File: src/rtl/assert_macros.svh
// Assertion helpers shared by the RTL.
// Define ASSERT_OFF to compile every check away.
`ifndef ASSERT_MACROS_SVH
`define ASSERT_MACROS_SVH
`ifndef ASSERT_OFF
// ante holding at an edge requires cons at the same edge
`define ASSERT_IMPLIES(lbl, clk, rst_n, ante, cons, msg) \
	lbl: assert property (@(posedge clk) disable iff (!rst_n) (ante) |-> (cons)) \
		else $error(msg);
// cond must never be seen at a clock edge
`define ASSERT_NEVER(lbl, clk, rst_n, cond, msg) \
	lbl: assert property (@(posedge clk) disable iff (!rst_n) !(cond)) \
		else $error(msg);
`else
`define ASSERT_IMPLIES(lbl, clk, rst_n, ante, cons, msg)
`define ASSERT_NEVER(lbl, clk, rst_n, cond, msg)
`endif
`endif

File: src/rtl/rtt_pkg.sv
`default_nettype none
package rtt_pkg;

	localparam int unsigned PRICE_W   = 32;
	localparam int unsigned DIFF_W    = 33;
	localparam int unsigned RSI_W     = 14;
	localparam int unsigned POS_W     = 17;
	localparam int unsigned CASH_W    = 64;
	localparam int unsigned WLEN_W    = 9;
	localparam int unsigned LIMIT_W   = 16;
	localparam int unsigned CFG_W     = 16;
	localparam int unsigned CFG_IDX_W = 2;

	localparam int unsigned PCT_SCALE = 100;
	localparam logic [RSI_W-1:0] RSI_FULL = RSI_W'(PCT_SCALE * PCT_SCALE);

	// register reset values
	localparam logic [WLEN_W-1:0]  WINDOW_RESET     = WLEN_W'(14);
	localparam logic [LIMIT_W-1:0] LIMIT_RESET      = LIMIT_W'(5);
	localparam logic [RSI_W-1:0]   OVERSOLD_RESET   = RSI_W'(3000);
	localparam logic [RSI_W-1:0]   OVERBOUGHT_RESET = RSI_W'(7000);

	typedef enum logic [CFG_IDX_W-1:0] {
		REG_WINDOW     = 2'd0,
		REG_LIMIT      = 2'd1,
		REG_OVERSOLD   = 2'd2,
		REG_OVERBOUGHT = 2'd3
	} cfg_reg_t;

	typedef enum logic [1:0] {
		ORDER_NONE = 2'd0,
		ORDER_BUY  = 2'd1,
		ORDER_SELL = 2'd2,
		ORDER_BOTH = 2'd3
	} order_kind_t;

	// what the front decided about an item
	typedef enum logic [1:0] {
		ITEM_FIRST,	// first price since reset or a window restart, its difference is not used
		ITEM_PRIME,	// difference goes into the window, no decision
		ITEM_TRADE	// full window, decide and retire the oldest difference
	} item_class_t;

	typedef struct packed {
		item_class_t               cls;
		logic [PRICE_W-1:0]        price;
		logic signed [DIFF_W-1:0]  diff;
	} queue_entry_t;

	typedef struct packed {
		logic [LIMIT_W-1:0] limit;
		logic [RSI_W-1:0]   oversold;
		logic [RSI_W-1:0]   overbought;
	} trade_cfg_t;

endpackage
`default_nettype wire

File: src/rtl/rtt_channels.sv
`default_nettype none
interface rtt_price_if;
	import rtt_pkg::*;

	logic               valid;
	logic               ready;
	logic [PRICE_W-1:0] price_cents;

	modport source (output valid, output price_cents, input ready);
	modport sink   (input valid, input price_cents, output ready);
endinterface

`default_nettype wire

File: src/rtl/rtt_front.sv
`default_nettype none
module rtt_front #(
	parameter int unsigned WINDOW_MAX = 256
) (
	input  wire logic                                clk,
	input  wire logic                                arst_n,
	rtt_price_if.sink                                prices,
	input  wire logic                                restart,
	input  wire logic [$clog2(WINDOW_MAX + 1)-1:0]   win,
	output rtt_pkg::queue_entry_t                    push_entry,
	output logic                                     push_valid,
	input  wire logic                                push_ready
);
	import rtt_pkg::*;

	localparam int unsigned SEEN_W = $clog2(WINDOW_MAX + 1);

	logic [PRICE_W-1:0] last_price_q;
	logic [SEEN_W-1:0]  seen_q;
	logic               take;

	assign prices.ready = push_ready;
	assign push_valid   = prices.valid;
	assign take         = prices.valid && push_ready;

	always_comb begin
		push_entry.price = prices.price_cents;
		push_entry.diff  = $signed({1'b0, prices.price_cents}) - $signed({1'b0, last_price_q});
		priority if (seen_q == '0) begin
			push_entry.cls = ITEM_FIRST;
		end else if (seen_q < win) begin
			push_entry.cls = ITEM_PRIME;
		end else begin
			push_entry.cls = ITEM_TRADE;
		end
	end

	always_ff @(posedge clk or negedge arst_n) begin
		if (!arst_n) begin
			last_price_q <= '0;
			seen_q       <= '0;
		end else begin
			// window restart keeps the last price
			priority if (restart) begin
				seen_q <= '0;
			end else if (take) begin
				last_price_q <= prices.price_cents;
				if (push_entry.cls != ITEM_TRADE) begin
					seen_q <= seen_q + 1'b1;
				end
			end
		end
	end

endmodule
`default_nettype wire

File: src/flat_wrapper.sv
// flat-port wrapper written by rule: the top's interface ports become plain ports
module rtt_front_flat import rtt_pkg::*;
#(
	parameter int unsigned WINDOW_MAX = 256
)
  (clk, arst_n, restart, win, push_entry, push_valid, push_ready, prices_valid, prices_price_cents, prices_ready);
  rtt_price_if prices_i ();
  input  wire logic clk;
  input  wire logic arst_n;
  input  wire logic restart;
  input  wire logic [$clog2(WINDOW_MAX + 1)-1:0] win;
  output rtt_pkg::queue_entry_t push_entry;
  output logic push_valid;
  input  wire logic push_ready;
  input wire logic [$bits(prices_i.valid)-1:0] prices_valid;
  input wire logic [$bits(prices_i.price_cents)-1:0] prices_price_cents;
  output wire logic [$bits(prices_i.ready)-1:0] prices_ready;
  assign prices_i.valid = prices_valid;
  assign prices_i.price_cents = prices_price_cents;
  assign prices_ready = prices_i.ready;
  rtt_front #(.WINDOW_MAX(WINDOW_MAX)) u_core (.clk(clk), .arst_n(arst_n), .prices(prices_i), .restart(restart), .win(win), .push_entry(push_entry), .push_valid(push_valid), .push_ready(push_ready));
endmodule
File: config.mk
export PLATFORM = sky130hd
export DESIGN_NAME = rtt_front_flat
export DESIGN_NICKNAME = d
export VERILOG_FILES = /design/src/rtl/assert_macros.svh /design/src/rtl/rtt_pkg.sv /design/src/rtl/rtt_channels.sv /design/src/rtl/rtt_front.sv /design/src/flat_wrapper.sv
export SDC_FILE = /design/constraint.sdc
export NUM_CORES = 1
export LEC_CHECK = 0
export BUFFER_PORTS_ARGS = -buffer_cell sky130_fd_sc_hd__buf_2
export CORE_AREA = 2 2 90 92
export DETAILED_ROUTE_END_ITERATION = 8
export DIE_AREA = 0 0 92 94
export PLACE_DENSITY = 0.81
export SLEW_MARGIN = 20
export SYNTH_ARGS = -nofsm -noshare
export SYNTH_HDL_FRONTEND = slang
export SYNTH_SLANG_ARGS = --single-unit
File: constraint.sdc
create_clock -name clk -period 2.7 [get_ports clk]
set_clock_uncertainty 0.05 [all_clocks]
set_input_delay 0.135 -clock clk [delete_from_list [all_inputs] [get_ports clk]]
set_output_delay 0.135 -clock clk [all_outputs]
set_load 0.01 [all_outputs]
==> results of run 1 <==
==> cells by family (layout without fill, tap and decap cells) <==
| group | count (synthesis) | in the layout | share of synthesized area |
|---|---|---|---|
| buffers and inverters | 98 | 202 | 0.1266 |
| muxes | 31 | 31 | 0.08564 |
| xor gates and xnor gates | 34 | 34 | 0.07332 |
| adders and majority gates | 43 | 43 | 0.1343 |
| AOI/OAI and AO/OA | 118 | 118 | 0.1962 |
| DFF | 41 | 41 | 0.2526 |
| and+or+nand+nor | 103 | 103 | 0.1312 |
==> flip-flops by register name (all words and copies together) (netlist names) <==
signal               count
u_core.last_price_q     32
u_core.seen_q            9
==> timing repair <==
action                     4_1_cts  5_1_grt
pin swaps                       18       21
hold endpoints to repair        41        0
gates resized for setup         36       40
setup endpoints to repair       18       19
setup buffers                    9       16
hold buffers                     1        0
==> worst max-delay path, delay by kind of cell, from the launching register on <==
kind / cells / cell delay (ns)
AO/OA/AOI/OAI: 5 / 0.99
XOR/XNOR: 1 / 0.15
adder cells (fa/ha/maj): 2 / 0.53
buffers and inverters: 1 / 0.14
flip-flops: 1 / 0.39
AND/OR/NAND/NOR: 1 / 0.25
==> synthesized netlist by cell type (all sizes together), types with 3 or more instances <==
cell type / count / share of area
a21o: 7 / 0.013
nor2: 23 / 0.021
mux2: 30 / 0.083
dfrtp: 41 / 0.25
clkbuf: 6 / 0.0055
nand2b: 6 / 0.011
o21ai: 26 / 0.034
or3: 4 / 0.0062
ha: 42 / 0.13
a211oi: 3 / 0.0068
o21a: 8 / 0.015
nor4b: 3 / 0.0080
xnor2: 27 / 0.058
a31oi: 3 / 0.0062
a21boi: 3 / 0.0055
o21bai: 3 / 0.0055
buf: 40 / 0.073
inv: 52 / 0.048
o211ai: 6 / 0.011
xor2: 7 / 0.015
a21oi: 40 / 0.051
nand3: 8 / 0.0099
nand4: 5 / 0.0077
nor3: 12 / 0.020
nor2b: 5 / 0.0077
nand2: 29 / 0.027
==> how the worst max path moves through the flow <==
stage	start	end	slack [ns]
after floorplan	u_core.last_price_q[0]$_DFFE_PN0P_	push_entry[30]	0.14
after global placement	u_core.last_price_q[0]$_DFFE_PN0P_	push_entry[32]	-0.05
after detailed placement	u_core.last_price_q[0]$_DFFE_PN0P_	push_entry[32]	-0.16
after CTS	u_core.last_price_q[0]$_DFFE_PN0P_	push_entry[28]	-0.24
after global routing	u_core.last_price_q[0]$_DFFE_PN0P_	push_entry[28]	-0.38
final	u_core.last_price_q[0]$_DFFE_PN0P_	push_entry[28]	-0.25
==> cells in the final DEF, fill, tap and decap left out, types with 6 or more instances in the layout <==
cell      count
buf_4        22
nor2_1       22
ha_4          9
xnor2_1      24
nand2_1      28
o21ai_0      15
buf_2       113
inv_1        51
a21oi_2       9
a21o_1        7
dfrtp_1      41
xor2_1        6
nand3_1       8
o21a_1        8
a21oi_1      28
nor3_1        6
ha_1         28
mux2_2       30
o211ai_1      6
nor3_2        6
==> per-layer routing <==
layer / part of all wire / vias to the layer above / GRT usage
met5: 0 / - / 0
met4: 0.022 / 0 / 0.07587
met3: 0.048 / 25 / 0.02568
met2: 0.51 / 133 / 0.3971
met1: 0.42 / 1801 / 0.2715
li1: - / 1808 / -
==> power groups by stage <==
stage	Clock, mW	Sequential, mW	Combinational [mW]
final	0.608	0.755	2.20
after global routing	0.645	0.766	2.36
after CTS	0.615	0.753	1.91
after detailed placement	0	0.766	1.72
after global placement	0	0.757	1.69
after floorplan	0	0.751	1.22
==> cell type report <==
cell class,instances,share of cell area
clock buffers,5,0.01319
clock inverters,3,0.01247
inverters,52,0.03741
multi-input cells,329,0.5592
flip-flops and latches,41,0.1966
well taps,102,0.02446
repair buffers,142,0.1566
==> metrics.txt, run 1 <==
outcome=finished with violations; failing checks=setup timing; Power Total=3.560 mW; Max Cap Viol=0; final setup vio count=19; achievable frequency=~340 MHz; Max-slew headroom=0.4011; period utilization=1.092; drt wl/cell=approximately 16 µm; crit path DAT=around 2.8 ns; EDFF count, synth=0; synth warn=0; sw power=1.473 mW; PortBufs=between 100 and 150; crit path max fanout=4; Tot GR Track Use=0.2199; Worst Max-Slew Pin Slew=~0.9 ns; DRT iter0 DRCs=roughly 110; setup TNS=-2.765 ns; Min Clock Period, post-route=2.949 ns; CP Cell Sequence=ha_2 -> fa_2 -> and2b_2 -> o2111ai_4 -> a31oi_4 -> a41oi_4 -> o2bb2ai_4 -> o21ai_2 -> xor2_1 -> buf_2; Final Hold Fails=0; antenna cells=0; Power Density=682.3 nW/µm²; Reg2Reg Setup Slack=~0.51 ns; crit path kind=reg2out; Layout area overhead=28.47%; Sw Ratio=0.4138; Async SR Flop Fraction=1.000; initial antenna violation count=0; die height=94 µm; # clock sinks=about 40; clk root buf=clkbuf_8; Worst-path clk slew=about 0.09 ns; Combinational Power Share=0.617; DRC=0; RR Endpoint=u_core.seen_q[1]$_DFFE_PN0P_; die width=a little over 90 µm; Routability Congestion=roughly 0.84; Hold Crit Class=in2reg; Fillers=about 590; Critical Path RT=~2.5 ns; Row Count=32; HPWL after DPL=about 6900 µm; drt via density=roughly 5.6; drt total wl=between 10,000 and 15,000 µm; crit end category=primary output; first-pass iteration count of the detailed router=4; Core Util, Final=0.6859; Core Region=7607 µm²; first-pass GRT wire length=about 16,000 µm; Finished Layout Cells=674; reg2reg start=u_core.seen_q[1]$_DFFE_PN0P_; Worst Reg2Reg Path Length in Cells=7; Clk pwr share=0.171; Die Footprint=between 8000 and 9000 µm²; largest net degree at the start of global routing=42; multi-input logic area=about 2900 µm²; Setup WS post-layout=-0.2495 ns; part of the power in registers=0.212; pre-CTS WS=-0.1558 ns; Syn Area/Cell=approximately 8.7 µm²; vias in the first global route=about 3,500; Max clock buf depth=2; GRT overflow=0; post-synth net total=~560; synthesized area=around 4100 µm²; H-Tree Depth=2; worst hold path endpoint=u_core.last_price_q[18]$_DFFE_PN0P_; startpoint types=register; layout net count=660; DRT antenna net count=0; Most used DFF post-synth=dfrtp_1; CTS Buf Count=5; io pins=roughly 120; Initial Util=0.5339; Post-DP Area=4473 µm²; RSZ-0062 raised after global routing=yes; TritonCTS clock tree=built; CP peak stage delay=around 0.39 ns; Hold Path Depth=2; Max Slew Vio Count=0; Seq/Total Area, Yosys=0.2526; Fin Hold WS=approximately 0.045 ns; Distinct cells, synth=60; dpl cells=642; Finished Cell Area=approximately 5200 µm²; register area=about 1000 µm²; VDD IR max=~0.32 mV; hold wc startpoint=prices_price_cents[18]; slowest CP cell=dfrtp_1; Worst-Skew Late Latency=~0.3 ns; Post-Syn Instances=~470; synthesized flop and latch total=41; Via Count=about 3,800; share of layout cells above drive strength 1=0.4283; LEAKAGE=between 2 and 2.5 nW; internal power=2.087 mW
Power figures use the tool's default switching activity.
==> inputs of run 2 (changes only) <==
--- a/config.mk
+++ b/config.mk
@@ -6,10 +6,9 @@
 export NUM_CORES = 1
 export LEC_CHECK = 0
 export BUFFER_PORTS_ARGS = -buffer_cell sky130_fd_sc_hd__buf_2
-export CORE_AREA = 2 2 90 92
+export CORE_AREA = 2 2 111 113
 export DETAILED_ROUTE_END_ITERATION = 8
-export DIE_AREA = 0 0 92 94
-export PLACE_DENSITY = 0.81
+export DIE_AREA = 0 0 113 115
 export SLEW_MARGIN = 20
 export SYNTH_ARGS = -nofsm -noshare
 export SYNTH_HDL_FRONTEND = slang
==> metrics.txt, run 2 (same netlist as run 1, synthesis figures left out) <==
drt via density=5.058 (-9.5%); Row Count=40 (+25%); GRT overflow=0 (unchanged); DRT antenna net count=0 (unchanged); drt wl/cell=13.74 µm (-12%); drt total wl=9726 µm (-7.3%); CP peak stage delay=0.38 ns (about the same); Initial Util=0.3439 (-0.1900); commonest non-fill, non-tap cell in the layout=buf_2; Max Cap Viol=0 (unchanged); layout net count=650 (-1.5%); Via Count=3,581 (-4.9%); period utilization=1.081 (-0.01164); biggest regs=u_core.last_price_q (32), u_core.seen_q (9); Final Hold Fails=0 (unchanged); Die Footprint=13,000 µm² (+50%); reg2reg start=u_core.seen_q[3]$_DFFE_PN0P_; Power Density=665.5 nW/µm² (-2.5%); Max Slew Vio Count=0 (unchanged); slowest CP cell=dfrtp_1; H-Tree Depth=2 (unchanged); startpoint types=register; LEAKAGE=2.389 nW (-3.0%); Core Util, Final=0.4220 (-0.2638); Finished Layout Cells=708 (+5.0%); VDD IR max=0.2827 mV (-11%); antenna cells=0 (unchanged); Worst-path clk slew=0.06 ns (-0.03 ns); Routability Congestion=0.8615 (+2.5%); initial antenna violation count=0 (unchanged); crit end category=primary output; share of layout cells above drive strength 1=0.3797 (-0.04864); register area=1026 µm² (unchanged); Hold Crit Class=in2reg; TritonCTS clock tree=built; die height=115 µm (+22%); Fin Hold WS=0.06311 ns (+0.01810 ns); CP Launch Point=u_core.last_price_q[0]$_DFFE_PN0P_; Fillers=1,190 (+100%); most frequent cells in the layout=113 x buf_2, 51 x inv_1, 41 x dfrtp_1; largest net degree at the start of global routing=42 (unchanged); Core Region=11,810 µm² (+55%); Min Clock Period, post-route=2.918 ns (-0.03142 ns); Layout area overhead=22.74%; flip-flop count of the largest register after layout=32 (unchanged); Max clock buf depth=2 (unchanged); first-pass iteration count of the detailed router=6 (+2); crit path kind=reg2out; first-pass GRT wire length=15,580 µm (-0.26%); dpl cells=692 (+7.8%); achievable frequency=342.7 MHz (+1.1%); # clock sinks=41 (unchanged); crit path max fanout=3 (-1); die width=113 µm (+23%); CTS Buf Count=5 (unchanged); Max-slew headroom=0.4101 (+0.008974); crit path DAT=2.73 ns (-0.03 ns); Worst Max-Slew Pin Slew=0.8849 ns (-0.01346 ns); RSZ-0062 raised after global routing=yes; clk root buf=clkbuf_16; setup TNS=-1.703 ns (+1.062 ns); DRT iter0 DRCs=109 (-1.8%); CP Cell Sequence=ha_2 -> fa_2 -> and2b_2 -> o2111ai_4 -> a31oi_4 -> o21ai_2 -> o41ai_2 -> buf_4 -> a2111oi_2 -> nor3_1 -> buf_2; multi-input logic area=2719 µm² (-6.8%); failing checks=DRC, setup timing; final setup vio count=15 (-4); outcome=finished with violations; most flop-heavy register=u_core.last_price_q; Worst-Skew Late Latency=0.29 ns (about the same); Tot GR Track Use=0.1450 (-0.07482); hold wc startpoint=prices_price_cents[18]; Setup WS post-layout=-0.2181 ns (+0.03142 ns); vias in the first global route=3,348 (-5.1%); Critical Path RT=2.52 ns (about the same); DRC=9 (+9); PortBufs=114 (unchanged); HPWL after DPL=7414 µm (+6.9%); io pins=115 (unchanged)
[run 2: cell types whose count changed in the layout (fill, tap and decap cells not counted), moves of 3 or more]
cell	delta
buf_4	-6
a21oi_1	+5
buf_6	-3
clkbuf_8	-4
a21oi_4	-3
clkbuf_16	+5
ha_1	+8
ha_4	-6
[run 2: final cells by class]
class                           count  share of cell area
Clock buffer                        7             0.02861
Inverter                           52             0.03916
Multi-Input combinational cell    329              0.5454
Sequential cell                    41              0.2058
Tap cell                          147             0.03690
Timing Repair Buffer              132              0.1441
[run 2: through the flow]
step | total power [mW] | setup WS, ns | area, µm²
floorplan | 1.976 | 0.1419 | 4061
global placement | 2.513 | -0.1523 | 4567
detailed placement | 2.531 | -0.1429 | 4567
CTS | 3.288 | -0.2585 | 4900
global route | 3.568 | -0.3659 | 4985
finish | 3.317 | -0.2181 | 4985
[run 2: worst paths after layout]
check,to,slack (ns),cells after the start
max,push_entry[30],-0.22,11
min,u_core.last_price_q[18]$_DFFE_PN0P_,0.06,2
max reg2reg,u_core.seen_q[0]$_DFFE_PN0P_,0.49,8
min reg2reg,u_core.last_price_q[0]$_DFFE_PN0P_,0.44,2
max in group asynchronous,u_core.last_price_q[8]$_DFFE_PN0P_,1.87,2
min in group asynchronous,u_core.last_price_q[26]$_DFFE_PN0P_,0.34,2
[run 2: power breakdown]
group	internal (mW)	switching (mW)	total (mW)
Sequential	0.706	0.0463	0.753
Clock	0.364	0.251	0.615
Combinational	0.881	1.07	1.95
Total	1.95	1.37	3.32
[run 2: critical path, delay by kind of cell, from the launching register on]
kind | cells | cell delay [ns]
adders and majority gates | 2 | 0.52
AOI/OAI and AO/OA | 5 | 0.80
DFF | 1 | 0.38
and+or+nand+nor | 2 | 0.40
buffers and inverters | 2 | 0.34
[run 2: what timing repair did]
item,CTS,global route
hold buffers,0,1
resized for setup,24,16
pin swaps,13,13
buffers inserted,5,4
endpoints found under the setup margin,18,20
hold endpoints to repair,0,41
[run 2: per-layer routing]
layer / global-route usage / up-vias / part of all wire
met4: 0.04065 / 0 / 0.013
met5: 0 / - / 0
met1: 0.1932 / 1693 / 0.46
li1: - / 1784 / -
met2: 0.2447 / 93 / 0.47
met3: 0.02372 / 11 / 0.052
