--- src/rtl/assert_macros.svh ---
// Assertion helpers shared by the RTL.
// Define ASSERT_OFF to compile every check away.
`ifndef ASSERT_MACROS_SVH
`define ASSERT_MACROS_SVH
`ifndef ASSERT_OFF
// ante holding at an edge requires cons at the same edge
`define ASSERT_IMPLIES(lbl, clk, rst_n, ante, cons, msg) \
	lbl: assert property (@(posedge clk) disable iff (!rst_n) (ante) |-> (cons)) \
		else $error(msg);
// cond must never be seen at a clock edge
`define ASSERT_NEVER(lbl, clk, rst_n, cond, msg) \
	lbl: assert property (@(posedge clk) disable iff (!rst_n) !(cond)) \
		else $error(msg);
`else
`define ASSERT_IMPLIES(lbl, clk, rst_n, ante, cons, msg)
`define ASSERT_NEVER(lbl, clk, rst_n, cond, msg)
`endif
`endif

--- src/rtl/rtt_pkg.sv ---
`default_nettype none
package rtt_pkg;

	localparam int unsigned PRICE_W   = 32;
	localparam int unsigned DIFF_W    = 33;
	localparam int unsigned RSI_W     = 14;
	localparam int unsigned POS_W     = 17;
	localparam int unsigned CASH_W    = 64;
	localparam int unsigned WLEN_W    = 9;
	localparam int unsigned LIMIT_W   = 16;
	localparam int unsigned CFG_W     = 16;
	localparam int unsigned CFG_IDX_W = 2;

	localparam int unsigned PCT_SCALE = 100;
	localparam logic [RSI_W-1:0] RSI_FULL = RSI_W'(PCT_SCALE * PCT_SCALE);

	// register reset values
	localparam logic [WLEN_W-1:0]  WINDOW_RESET     = WLEN_W'(14);
	localparam logic [LIMIT_W-1:0] LIMIT_RESET      = LIMIT_W'(5);
	localparam logic [RSI_W-1:0]   OVERSOLD_RESET   = RSI_W'(3000);
	localparam logic [RSI_W-1:0]   OVERBOUGHT_RESET = RSI_W'(7000);

	typedef enum logic [CFG_IDX_W-1:0] {
		REG_WINDOW     = 2'd0,
		REG_LIMIT      = 2'd1,
		REG_OVERSOLD   = 2'd2,
		REG_OVERBOUGHT = 2'd3
	} cfg_reg_t;

	typedef enum logic [1:0] {
		ORDER_NONE = 2'd0,
		ORDER_BUY  = 2'd1,
		ORDER_SELL = 2'd2,
		ORDER_BOTH = 2'd3
	} order_kind_t;

	// what the front decided about an item
	typedef enum logic [1:0] {
		ITEM_FIRST,	// first price since reset or a window restart, its difference is not used
		ITEM_PRIME,	// difference goes into the window, no decision
		ITEM_TRADE	// full window, decide and retire the oldest difference
	} item_class_t;

	typedef struct packed {
		item_class_t               cls;
		logic [PRICE_W-1:0]        price;
		logic signed [DIFF_W-1:0]  diff;
	} queue_entry_t;

	typedef struct packed {
		logic [LIMIT_W-1:0] limit;
		logic [RSI_W-1:0]   oversold;
		logic [RSI_W-1:0]   overbought;
	} trade_cfg_t;

endpackage
`default_nettype wire

--- src/rtl/rtt_queue.sv ---
`default_nettype none
module rtt_queue (
	input  wire logic          clk,
	input  wire logic          arst_n,
	input  wire logic          push_valid,
	output logic               push_ready,
	input  wire rtt_pkg::queue_entry_t push_entry,
	output logic               pop_valid,
	input  wire logic          pop_ready,
	output rtt_pkg::queue_entry_t pop_entry
);
	import rtt_pkg::*;

	localparam int unsigned DEPTH = 2;

	queue_entry_t                 slot_q [DEPTH];
	logic [$clog2(DEPTH)-1:0]     wr_ptr_q;
	logic [$clog2(DEPTH)-1:0]     rd_ptr_q;
	logic [$clog2(DEPTH + 1)-1:0] count_q;
	logic                         push;
	logic                         pop;

	assign push_ready = (count_q != DEPTH[$clog2(DEPTH + 1)-1:0]);
	assign pop_valid  = (count_q != '0);
	assign pop_entry  = slot_q[rd_ptr_q];
	assign push       = push_valid && push_ready;
	assign pop        = pop_valid && pop_ready;

	always_ff @(posedge clk) begin
		if (push) begin
			slot_q[wr_ptr_q] <= push_entry;
		end
	end

	always_ff @(posedge clk or negedge arst_n) begin
		if (!arst_n) begin
			wr_ptr_q <= '0;
			rd_ptr_q <= '0;
			count_q  <= '0;
		end else begin
			if (push) begin
				wr_ptr_q <= wr_ptr_q + 1'b1;
			end
			if (pop) begin
				rd_ptr_q <= rd_ptr_q + 1'b1;
			end
			unique case ({push, pop})
				2'b10:   count_q <= count_q + 1'b1;
				2'b01:   count_q <= count_q - 1'b1;
				default: count_q <= count_q;
			endcase
		end
	end

endmodule
`default_nettype wire

--- config.mk ---
export PLATFORM = sky130hd
export DESIGN_NAME = rtt_queue
export DESIGN_NICKNAME = d
export VERILOG_FILES = /design/src/rtl/assert_macros.svh /design/src/rtl/rtt_pkg.sv /design/src/rtl/rtt_queue.sv
export SDC_FILE = /design/constraint.sdc
export NUM_CORES = 1
export LEC_CHECK = 0
export CAP_MARGIN = 10
export CELL_PAD_IN_SITES_DETAIL_PLACEMENT = 0
export CELL_PAD_IN_SITES_GLOBAL_PLACEMENT = 2
export CORE_MARGIN = 5
export CORE_UTILIZATION = 49
export DETAILED_ROUTE_END_ITERATION = 16
export DONT_BUFFER_PORTS = 1
export PLACE_DENSITY = 0.94
export SYNTH_ARGS = -nofsm -noshare
export SYNTH_HDL_FRONTEND = slang
export SYNTH_SLANG_ARGS = --single-unit
--- constraint.sdc ---
create_clock -name clk -period 10.8 [get_ports clk]
set_input_delay 2.16 -clock clk [delete_from_list [all_inputs] [get_ports clk]]
set_output_delay 2.16 -clock clk [all_outputs]
set_load 0.01 [all_outputs]
==> summary.md, run 1 <==
| Metric | Value |
|---|---|
| Outcome | finished, final reports clean |
| Total gr overflow | 0 |
| Slowest stage delay, CP | 1.07 ns |
| Final Skew | 0.00409 ns |
| Arrival time worst endpoint | 2.09 ns |
| Max Fclk | 0.235 GHz |
| Sum of negative setup slack | 0 ns |
| Placed cells | 356 |
| Row cnt | 37 |
| CTS tree | done |
| DRC viols | 0 |
| Required time worst endpoint | 8.64 ns |
| Die Height | 112 µm |
| Post-CTS Resized | 0 |
| Ant diodes | 0 |
| I/O pins | 140 |
| Clock sinks | 138 |
| Leakage | 1.96 nW |
| # setup viols final | 0 |
| Dominant delay contributor by cell family on the critical path | flip-flops |
| Initial DRC count | 77 |
| Vias in the first global route | 2232 |
| Worst setup EP type | primary output |
| Layout net count | 311 |
| Vias per cell | 5.25 |
| Max-cap viol count | 0 |
| Area growth syn-to-layout | 13.6% |
| Register Area | 0.00413 mm² |
| Multi-input logic area | 933 µm² |
| Syn avg cell area | 22.7 µm² |
| Number of fill cells in the layout | 789 |
| DR WL/cell | 20.6 µm |
| Worst Path Max Fanout | 68 |
| Share of layout cells above drive strength 1 | 39.7% |
| Unrepaired setup endpoints after global routing | false |
| Post-Syn Instances | 226 |
| Post-synth ARST share | 2.90% |
| Dominant synthesized flop cell | edfxtp_1 |
| Worst Path Buf+Inv | 0 |
| Starting Density | 49.8% |
| Hold Vio Cnt, Final | 0 |
| Die ar. | 0.0126 mm² |
| Synth warn | 0 |
| Sequential area share after synthesis | 80.5% |
| Via Count | 2037 |
| Die W | 112 µm |
| Setup bufs post-CTS | 0 |
| Syn nets | 298 |
| Worst hold-check path type | flop to flop |
| Core area | 0.0103 mm² |
| I/O Buffers | 0 |
| Worst Tran Pin Value | 0.989 ns |
| Clock root cell | clkbuf_8 |
| Worst skew pair latency | 0.51 ns |
| Wirelength, routed | 8.01 mm |
| RD Place Congestion | 0.673 |
| First drt pass iteration count | 4 |
| Worst VDD drop | 159 µV |
| Yosys reg bits | 138 |
| Syn Std Cell Area | 0.00512 mm² |
| Worst-path clk slew | 0.06 ns |
| H-tree levels | 4 |
| CTS buffer count | 17 |
| Clock tree buffer depth | 2 |
| Fin crit share | 39.3% |
| First-pass GRT wire length | 12.2 mm |
| Distinct cells, synth | 16 |
| PD cells | 295 mW/mm² |
| Startpoint Class | flop |
| Dpl hpwl | 5.23 mm |
| Minimum clock period after layout | 4.25 ns |
| Max-slew violations | 0 |
| Initial antenna violation count | 0 |
| Relative slew slack | 34.1% |
| WS Path Type | flop to primary output |
| Detail Route Antenna Nets | 0 |
| Finished Layout Cells | 388 |
| Commonest non-fill, non-tap cells in the layout | edfxtp_1 (134), mux2_2 (47), mux2_4 (20) |
| Max stage delay cell, worst path | dfrtp_4 |
| CP Cell Sequence | mux2_2 |
| Hold_buf cts | 0 |
| Commonest non-fill, non-tap cell in the layout | edfxtp_1 |
| Number of flops mapped to enable cells by yosys | 134 |
| Largest net degree at the start of global routing | 69 |
| GRT Resource Usage Total | 13.1% |
-- state kept, by name, summed over array words and instances (netlist names) --
signal    flops
slot_q      134
count_q       2
rd_ptr_q      1
wr_ptr_q      1
-- report_power, final --
| part | switching [mW] | leakage, nW | internal, mW | total, mW |
|---|---|---|---|---|
| sequential | 0.0823 | 1.29 | 0.734 | 0.817 |
| combinational | 0.187 | 0.404 | 0.166 | 0.353 |
| clock | 0.200 | 0.261 | 0.347 | 0.547 |
-- cell families (layout without fill, tap and decap cells) --
kind of cell	Yosys count	in the layout	synth area share, %
flip-flops	138	138	80.5
multiplexers	67	67	16.2
buffers and inverters	8	34	1.42
AND/OR/NAND/NOR	7	7	0.758
XOR/XNOR	5	5	0.855
adder cells (fa/ha/maj)	1	1	0.244
-- per-stage QoR --
stage / util (%) / hold slack, ns / power [mW] / worst slack, ns / area [µm²]
floorplan: - / 0.456 / 1.14 / 5.25 / 5120
global placement: 51.0 / 0.473 / 1.18 / 6.85 / 5250
detailed placement: 51.0 / 0.489 / 1.20 / 6.79 / 5250
CTS: 56.6 / 0.502 / 1.75 / 6.51 / 5820
global route: 56.6 / 0.522 / 1.80 / 6.41 / 5820
finish: 56.6 / 0.500 / 1.72 / 6.55 / 5820
-- cell type report --
type | count | share of cell area (%)
clock buffers | 18 | 7.18
flip-flops and latches | 138 | 70.9
clock inverters | 14 | 2.67
well taps | 136 | 2.92
repair buffers | 2 | 0.258
multi-input cells | 80 | 16.0
-- metal layers --
metal | track usage [%] | part of all wire [%] | vias up
met5 | 0 | 0 | -
met4 | 5.29 | 1.3 | 0
met3 | 9.06 | 13 | 11
met2 | 21.1 | 50 | 98
met1 | 13.2 | 36 | 1009
li1 | - | - | 919
-- Yosys cell counts, drive strengths merged, types with 2 or more instances --
| master | instances | area (µm²) |
|---|---|---|
| xor2 | 2 | 17.5 |
| edfxtp | 134 | 4020 |
| buf | 8 | 72.6 |
| nor2 | 2 | 7.51 |
| xnor2 | 3 | 26.3 |
| mux2 | 67 | 830 |
| dfrtp | 4 | 100 |
-- path summary, 6_finish.rpt --
check,from,endpoint,slack [ns],cells past startpoint
worst max-delay path,rd_ptr_q$_DFFE_PN0P_,pop_entry[13],6.55,1
min in group asynchronous,arst_n,wr_ptr_q$_DFFE_PN0P_,1.35,0
worst max register to register,count_q[0]$_DFFE_PN0P_,slot_q[0][21]$_DFFE_PP_,8.35,4
max in group asynchronous,arst_n,rd_ptr_q$_DFFE_PN0P_,9.38,0
worst min-delay path,count_q[1]$_DFFE_PN0P_,count_q[1]$_DFFE_PN0P_,0.50,1
worst min register to register,count_q[1]$_DFFE_PN0P_,count_q[1]$_DFFE_PN0P_,0.50,1
Note: power is estimated with default switching activity, not from simulation.
==> run 2, diff against run 1 <==
--- a/config.mk
+++ b/config.mk
@@ -9,10 +9,10 @@
 export CELL_PAD_IN_SITES_DETAIL_PLACEMENT = 0
 export CELL_PAD_IN_SITES_GLOBAL_PLACEMENT = 2
 export CORE_MARGIN = 5
-export CORE_UTILIZATION = 49
+export CORE_UTILIZATION = 46
 export DETAILED_ROUTE_END_ITERATION = 16
 export DONT_BUFFER_PORTS = 1
-export PLACE_DENSITY = 0.94
+export PLACE_DENSITY = 0.89
 export SYNTH_ARGS = -nofsm -noshare
 export SYNTH_HDL_FRONTEND = slang
 export SYNTH_SLANG_ARGS = --single-unit
==> constraint.sdc (replaced) <==
create_clock -name clk -period 4.4 [get_ports clk]
set_input_delay 0.88 -clock clk [delete_from_list [all_inputs] [get_ports clk]]
set_output_delay 0.88 -clock clk [all_outputs]
set_load 0.01 [all_outputs]
==> run 2 against run 1 <==
Net effect:
- first-iteration DRC count up 26%
- largest power group unchanged
- sequential power is 150% higher
- via count is 1.7% lower
- sequential share of layout area up 0.076 points
- cell count up 0.77%
- combinational power grew 150%
==> summary.md, run 2 (synthesis gave the netlist of run 1 again) <==
| Metric | Value |
|---|---|
| I/O pins | 140 |
| Worst skew pair latency | 0.51 ns |
| Outcome | finished, final reports clean |
| Vias per cell | 5.12 |
| Finished Layout Cells | 391 |
| H-tree levels | 4 |
| Initial antenna violation count | 0 |
| Hold Vio Cnt, Final | 0 |
| Max Fclk | 0.337 GHz |
| Worst setup EP type | primary output |
| Core area | 0.0109 mm² |
| Worst Path Max Fanout | 68 |
| Arrival time worst endpoint | 2.09 ns |
| Fin crit share | 67.4% |
| CTS buffer count | 17 |
| Required time worst endpoint | 3.52 ns |
| Row cnt | 38 |
| Max-slew violations | 0 |
| Max-cap viol count | 0 |
| Most flop-heavy register | slot_q |
| Largest net degree at the start of global routing | 69 |
| Initial DRC count | 97 |
| WS Path Type | flop to primary output |
| Starting Density | 47.0% |
| GRT Resource Usage Total | 12.5% |
| I/O Buffers | 0 |
| Fin util | 53.4% |
| DR WL/cell | 20.6 µm |
| Die ar. | 0.0133 mm² |
| Relative slew slack | 33.8% |
| Dpl hpwl | 5.19 mm |
| Worst Path Buf+Inv | 0 |
| Wirelength, routed | 8.06 mm |
| Slowest stage delay, CP | 1.08 ns |
| Final Skew | 0.0161 ns |
| Biggest regs | slot_q: 134 flops, count_q: 2 flops |
| Ant diodes | 0 |
| Worst hold-check path type | input pin to async pin |
| Clock tree buffer depth | 2 |
| Pwr Total | 4.19 mW |
| Leakage | 1.95 nW |
| PD cells | 721 mW/mm² |
| Sum of negative setup slack | 0 ns |
| Post-CTS Resized | 0 |
| Via Count | 2002 |
| Commonest non-fill, non-tap cell in the layout | edfxtp_1 |
| Commonest non-fill, non-tap cells in the layout | edfxtp_1 (134), mux2_2 (47), mux2_4 (20) |
| # setup viols final | 0 |
| Clock root cell | clkbuf_8 |
| Total gr overflow | 0 |
| Share of layout cells above drive strength 1 | 41.4% |
| Area growth syn-to-layout | 13.5% |
| Worst hold margin | 0.0606 ns |
| DRC viols | 0 |
| Die Height | 116 µm |
| CP Cell Sequence | mux2_2 |
| Setup bufs post-CTS | 0 |
| Die W | 116 µm |
| Unrepaired setup endpoints after global routing | false |
| Vias in the first global route | 2256 |
| Layout net count | 310 |
| First-pass GRT wire length | 12.1 mm |
| Clock sinks | 138 |
| Max reg flops | 134 |
| Detail Route Antenna Nets | 0 |
| Minimum clock period after layout | 2.97 ns |
| Worst-path clk slew | 0.06 ns |
| Worst VDD drop | 657 µV |
| Placed cells | 359 |
| First drt pass iteration count | 4 |
| Dominant delay contributor by cell family on the critical path | flip-flops |
| Hold_buf cts | 0 |
| Worst Tran Pin Value | 0.993 ns |
| RD Place Congestion | 0.699 |
| Number of fill cells in the layout | 852 |
| Startpoint Class | flop |
| Max stage delay cell, worst path | dfrtp_4 |
| CTS tree | done |
run 2: cell count changes in the layout (fill, tap and decap cells not counted), sizes merged:
cell,previous run,this run
inv,0,2
buf,2,1
bufinv,3,2
clkbuf,18,17
run 2: routing by layer:
metal,wire length [µm],track usage [%],vias up
met5,0,0,-
met3,1010,7.99,4
li1,-,-,914
met1,2830,12.6,989
met4,47,5.16,0
met2,4170,20.6,95
run 2: report_power, final:
group	switching (mW)	internal (mW)	total (mW)	leakage (nW)
Clock	0.515	0.804	1.32	0.264
Combinational	0.463	0.406	0.869	0.398
Sequential	0.202	1.80	2.01	1.29
Total	1.18	3.01	4.19	1.95
run 2: path summary, 6_finish.rpt:
check / startpoint / to / slack, ns / cells past startpoint
setup / recovery: rd_ptr_q$_DFFE_PN0P_ / pop_entry[49] / 1.43 / 1
hold / removal: arst_n / rd_ptr_q$_DFFE_PN0P_ / 0.06 / 0
setup reg to reg: count_q[0]$_DFFE_PN0P_ / slot_q[0][40]$_DFFE_PP_ / 2.10 / 4
hold reg to reg: count_q[1]$_DFFE_PN0P_ / count_q[1]$_DFFE_PN0P_ / 0.49 / 1
max in group asynchronous: arst_n / rd_ptr_q$_DFFE_PN0P_ / 4.26 / 0
min in group clk: push_entry[0] / slot_q[0][0]$_DFFE_PP_ / 0.46 / 0
run 2: stage by stage:
stage / worst slack, ns / cell area (µm²)
final: 1.43 / 5810
after global placement: 1.93 / 5250
after global routing: 1.32 / 5810
after detailed placement: 1.90 / 5250
after CTS: 1.36 / 5810
after floorplan: 0.131 / 5120
run 2: layout make-up:
cell class / instances / area, µm² / area share, %
multi-input combinational: 80 / 937 / 16.1
tap: 140 / 175 / 3.01
clock buffer: 17 / 414 / 7.12
timing repair buffer: 1 / 7.51 / 0.129
sequential: 138 / 4130 / 71.0
clock inverter: 15 / 151 / 2.60
==> run 3, diff against run 2 <==
--- a/config.mk
+++ b/config.mk
@@ -5,14 +5,15 @@
 export SDC_FILE = /design/constraint.sdc
 export NUM_CORES = 1
 export LEC_CHECK = 0
+export ABC_AREA = 1
 export CAP_MARGIN = 10
 export CELL_PAD_IN_SITES_DETAIL_PLACEMENT = 0
 export CELL_PAD_IN_SITES_GLOBAL_PLACEMENT = 2
 export CORE_MARGIN = 5
-export CORE_UTILIZATION = 46
+export CORE_UTILIZATION = 37
 export DETAILED_ROUTE_END_ITERATION = 16
 export DONT_BUFFER_PORTS = 1
-export PLACE_DENSITY = 0.89
+export PLACE_DENSITY = 0.85
 export SYNTH_ARGS = -nofsm -noshare
 export SYNTH_HDL_FRONTEND = slang
 export SYNTH_SLANG_ARGS = --single-unit
==> constraint.sdc (replaced) <==
create_clock -name clk -period 2.52 [get_ports clk]
set_input_delay 0.504 -clock clk [delete_from_list [all_inputs] [get_ports clk]]
set_output_delay 0.504 -clock clk [all_outputs]
set_load 0.01 [all_outputs]
==> run 3 against run 2 <==
Net effect:
- worst setup slack got worse by 0.86 ns
- synthesized area decreased by 0.29%
- clock power increased by 72%
- non-clock buffer count increased by 4
- largest cell class unchanged
- via count increased by 33%
==> summary.md, run 3 <==
| Metric | Value |
|---|---|
| Outcome | finished, final reports clean |
| Final Skew | 0.00638 ns |
| Most frequent cell after synthesis | nand2_1 |
| First-pass GRT wire length | 14.9 mm |
| First drt pass iteration count | 4 |
| Die Height | 127 µm |
| Relative slew slack | 74.2% |
| Largest net degree at the start of global routing | 69 |
| Vias per cell | 4.58 |
| Pwr Total | 7.37 mW |
| Arrival time worst endpoint | 1.44 ns |
| Slowest stage delay, CP | 0.43 ns |
| Worst-path clk slew | 0.06 ns |
| Total gr overflow | 0 |
| Via Count | 2663 |
| Ant diodes | 0 |
| Leakage | 2.27 nW |
| CP dominant cell by count | nand2_1 |
| Worst setup EP type | primary output |
| Hold Vio Cnt, Final | 0 |
| Flop-to-flop setup slack | 0.87 ns |
| Commonest non-fill, non-tap cell in the layout | nand2_1 |
| Worst Path Max Fanout | 68 |
| Area growth syn-to-layout | 15.0% |
| Share of the synthesized area in the top cell type | 78.8% |
| Max Fclk | 0.514 GHz |
| Post-synthesis adder-cell area fraction | 0.245% |
| Wirelength, routed | 9.68 mm |
| WS Path Type | flop to primary output |
| Vias in the first global route | 2820 |
| XOR/XNOR Fraction of Synth Area | 0.172% |
| Worst hold-check path type | input pin to flop |
| Die W | 127 µm |
| Most flop-heavy register | slot_q |
| PD cells | 1260 mW/mm² |
| Distinct cells, synth | 16 |
| Sequential area share after synthesis | 80.8% |
| Max-slew violations | 0 |
| Most common library cells after synthesis | nand2_1 (210), edfxtp_1 (134), buf_2 (9), inv_1 (6) |
| Max stage delay cell, worst path | dfrtp_2 |
| Unrepaired setup endpoints after global routing | false |
| RR Startpoint | count_q[0]$_DFFE_PN0P_ |
| CP Cell Sequence | inv_2 -> buf_12 -> nand2_1 -> nand2_1 |
| Dominant synthesized flop cell | edfxtp_1 |
| Layout net count | 461 |
| CTS buffer count | 17 |
| Compound-Gate Fraction of Synth Area | 0.0980% |
| Initial DRC count | 161 |
| Clock tree buffer depth | 2 |
| Post-Syn Instances | 380 |
| Syn avg cell area | 13.4 µm² |
| Main combinational cell family by area after synthesis | simple AND/OR/NAND/NOR gates |
| Row cnt | 43 |
| Dpl hpwl | 6.07 mm |
| Yosys top cell by area | edfxtp_1 |
| Clock root cell | clkbuf_16 |
| I/O Buffers | 0 |
| I/O pins | 140 |
| Biggest regs | slot_q: 134 flops, count_q: 2 flops |
| Reg2reg end | slot_q[1][24]$_DFFE_PP_ |
| Max reg flops | 134 |
| Worst Tran Pin Value | 0.387 ns |
| Number of cells on the worst reg-to-reg path | 5 |
| Worst skew pair latency | 0.41 ns |
| Yosys reg bits | 138 |
| Initial antenna violation count | 0 |
| H-tree levels | 4 |
| Max-cap viol count | 0 |
| Syn nets | 452 |
| Commonest non-fill, non-tap cells in the layout | nand2_1 (210), edfxtp_1 (134), clkbuf_16 (17) |
| Detail Route Antenna Nets | 0 |
| Clock sinks | 138 |
| Largest cells by area after synthesis | edfxtp_1 (79%), nand2_1 (15%), dfrtp_1 (2.0%) |
| Fin util | 42.8% |
| Starting Density | 37.2% |
| Required time worst endpoint | 2.02 ns |
| Share of layout cells above drive strength 1 | 7.98% |
| Simple-gate share of the synthesized area | 16.1% |
| Number of flops mapped to enable cells by yosys | 134 |
| RD Place Congestion | 0.719 |
| Startpoint Class | flop |
| GRT Resource Usage Total | 12.4% |
| DR WL/cell | 16.7 µm |
| Syn Std Cell Area | 0.00511 mm² |
| Minimum clock period after layout | 1.94 ns |
| DRC viols | 0 |
| Worst VDD drop | 805 µV |
| Critical Path End | pop_entry[55] |
| # setup viols final | 0 |
| Worst setup path startpoint | rd_ptr_q$_DFFE_PN0P_ |
| Post-CTS Resized | 0 |
| CTS tree | done |
| Die ar. | 0.0162 mm² |
| Core area | 0.0137 mm² |
| Fin crit share | 77.2% |
| Post-synth ARST share | 2.90% |
| Synth warn | 0 |
| Mux cell area share after synthesis | 0% |
==> run 3: metal layers <==
metal / vias up / wire (µm) / GRT usage [%]
met5: - / 0 / 0
met4: 0 / 210 / 5.68
met2: 92 / 5040 / 20.8
met3: 16 / 984 / 7.48
li1: 1296 / - / -
met1: 1259 / 3440 / 12.1
==> run 3: cell type report <==
class                      instances  area [µm²]
fill                            1271        7850
clock inverter                    11         105
clock buffer                      20         437
multi-input combinational        220         863
inverter                           7        26.3
timing repair buffer               5        90.1
tap                              180         225
sequential                       138        4130
==> run 3: worst min-delay path by stage <==
stage / start / depth (start not counted) / slack, ns / to
6_report: push_entry[10] / 0 / 0.19 / slot_q[1][10]$_DFFE_PP_
4_1_cts: push_entry[52] / 0 / 0.16 / slot_q[0][52]$_DFFE_PP_
3_5_place_dp: arst_n / 0 / 0.21 / wr_ptr_q$_DFFE_PN0P_
5_1_grt: push_entry[22] / 0 / 0.15 / slot_q[1][22]$_DFFE_PP_
2_1_floorplan: arst_n / 0 / 0.21 / count_q[0]$_DFFE_PN0P_
3_3_place_gp: arst_n / 0 / 0.21 / wr_ptr_q$_DFFE_PN0P_
==> run 3: logic make-up (layout without fill, tap and decap cells) <==
logic type / count (synthesis) / count (layout)
compound gates: 1 / 1
buf+inv: 22 / 43
fa+ha+maj: 1 / 1
xor+xnor: 1 / 1
simple gates: 217 / 217
flops: 138 / 138
==> run 3: critical path, delay by kind of cell, from the launching register on <==
kind | cells | cell delay [ns]
DFF | 1 | 0.43
and+or+nand+nor | 2 | 0.24
buffers and inverters | 2 | 0.34
==> run 3: stage by stage <==
step	instances	hold WS, ns	setup slack [ns]	TNS, ns	instance area, µm²
2_1_floorplan	380	0.208	-0.308	-40.15	5110
3_3_place_gp	549	0.209	0.962	0	5320
3_5_place_dp	549	0.209	0.889	0	5320
4_1_cts	581	0.162	0.520	0	5870
5_1_grt	581	0.154	0.469	0	5870
6_report	581	0.189	0.575	0	5870
==> run 3: where the power goes <==
part,internal (mW),switching (mW),total [mW]
sequential,3.14,0.136,3.27
clock,1.43,0.838,2.27
combinational,0.406,1.43,1.83
==> run 3: timing repair <==
| item | in CTS | in global routing |
|---|---|---|
| buffers inserted | 0 | 0 |
| hold endpoints to repair | 4 | 0 |
| hold buffers | 1 | 0 |
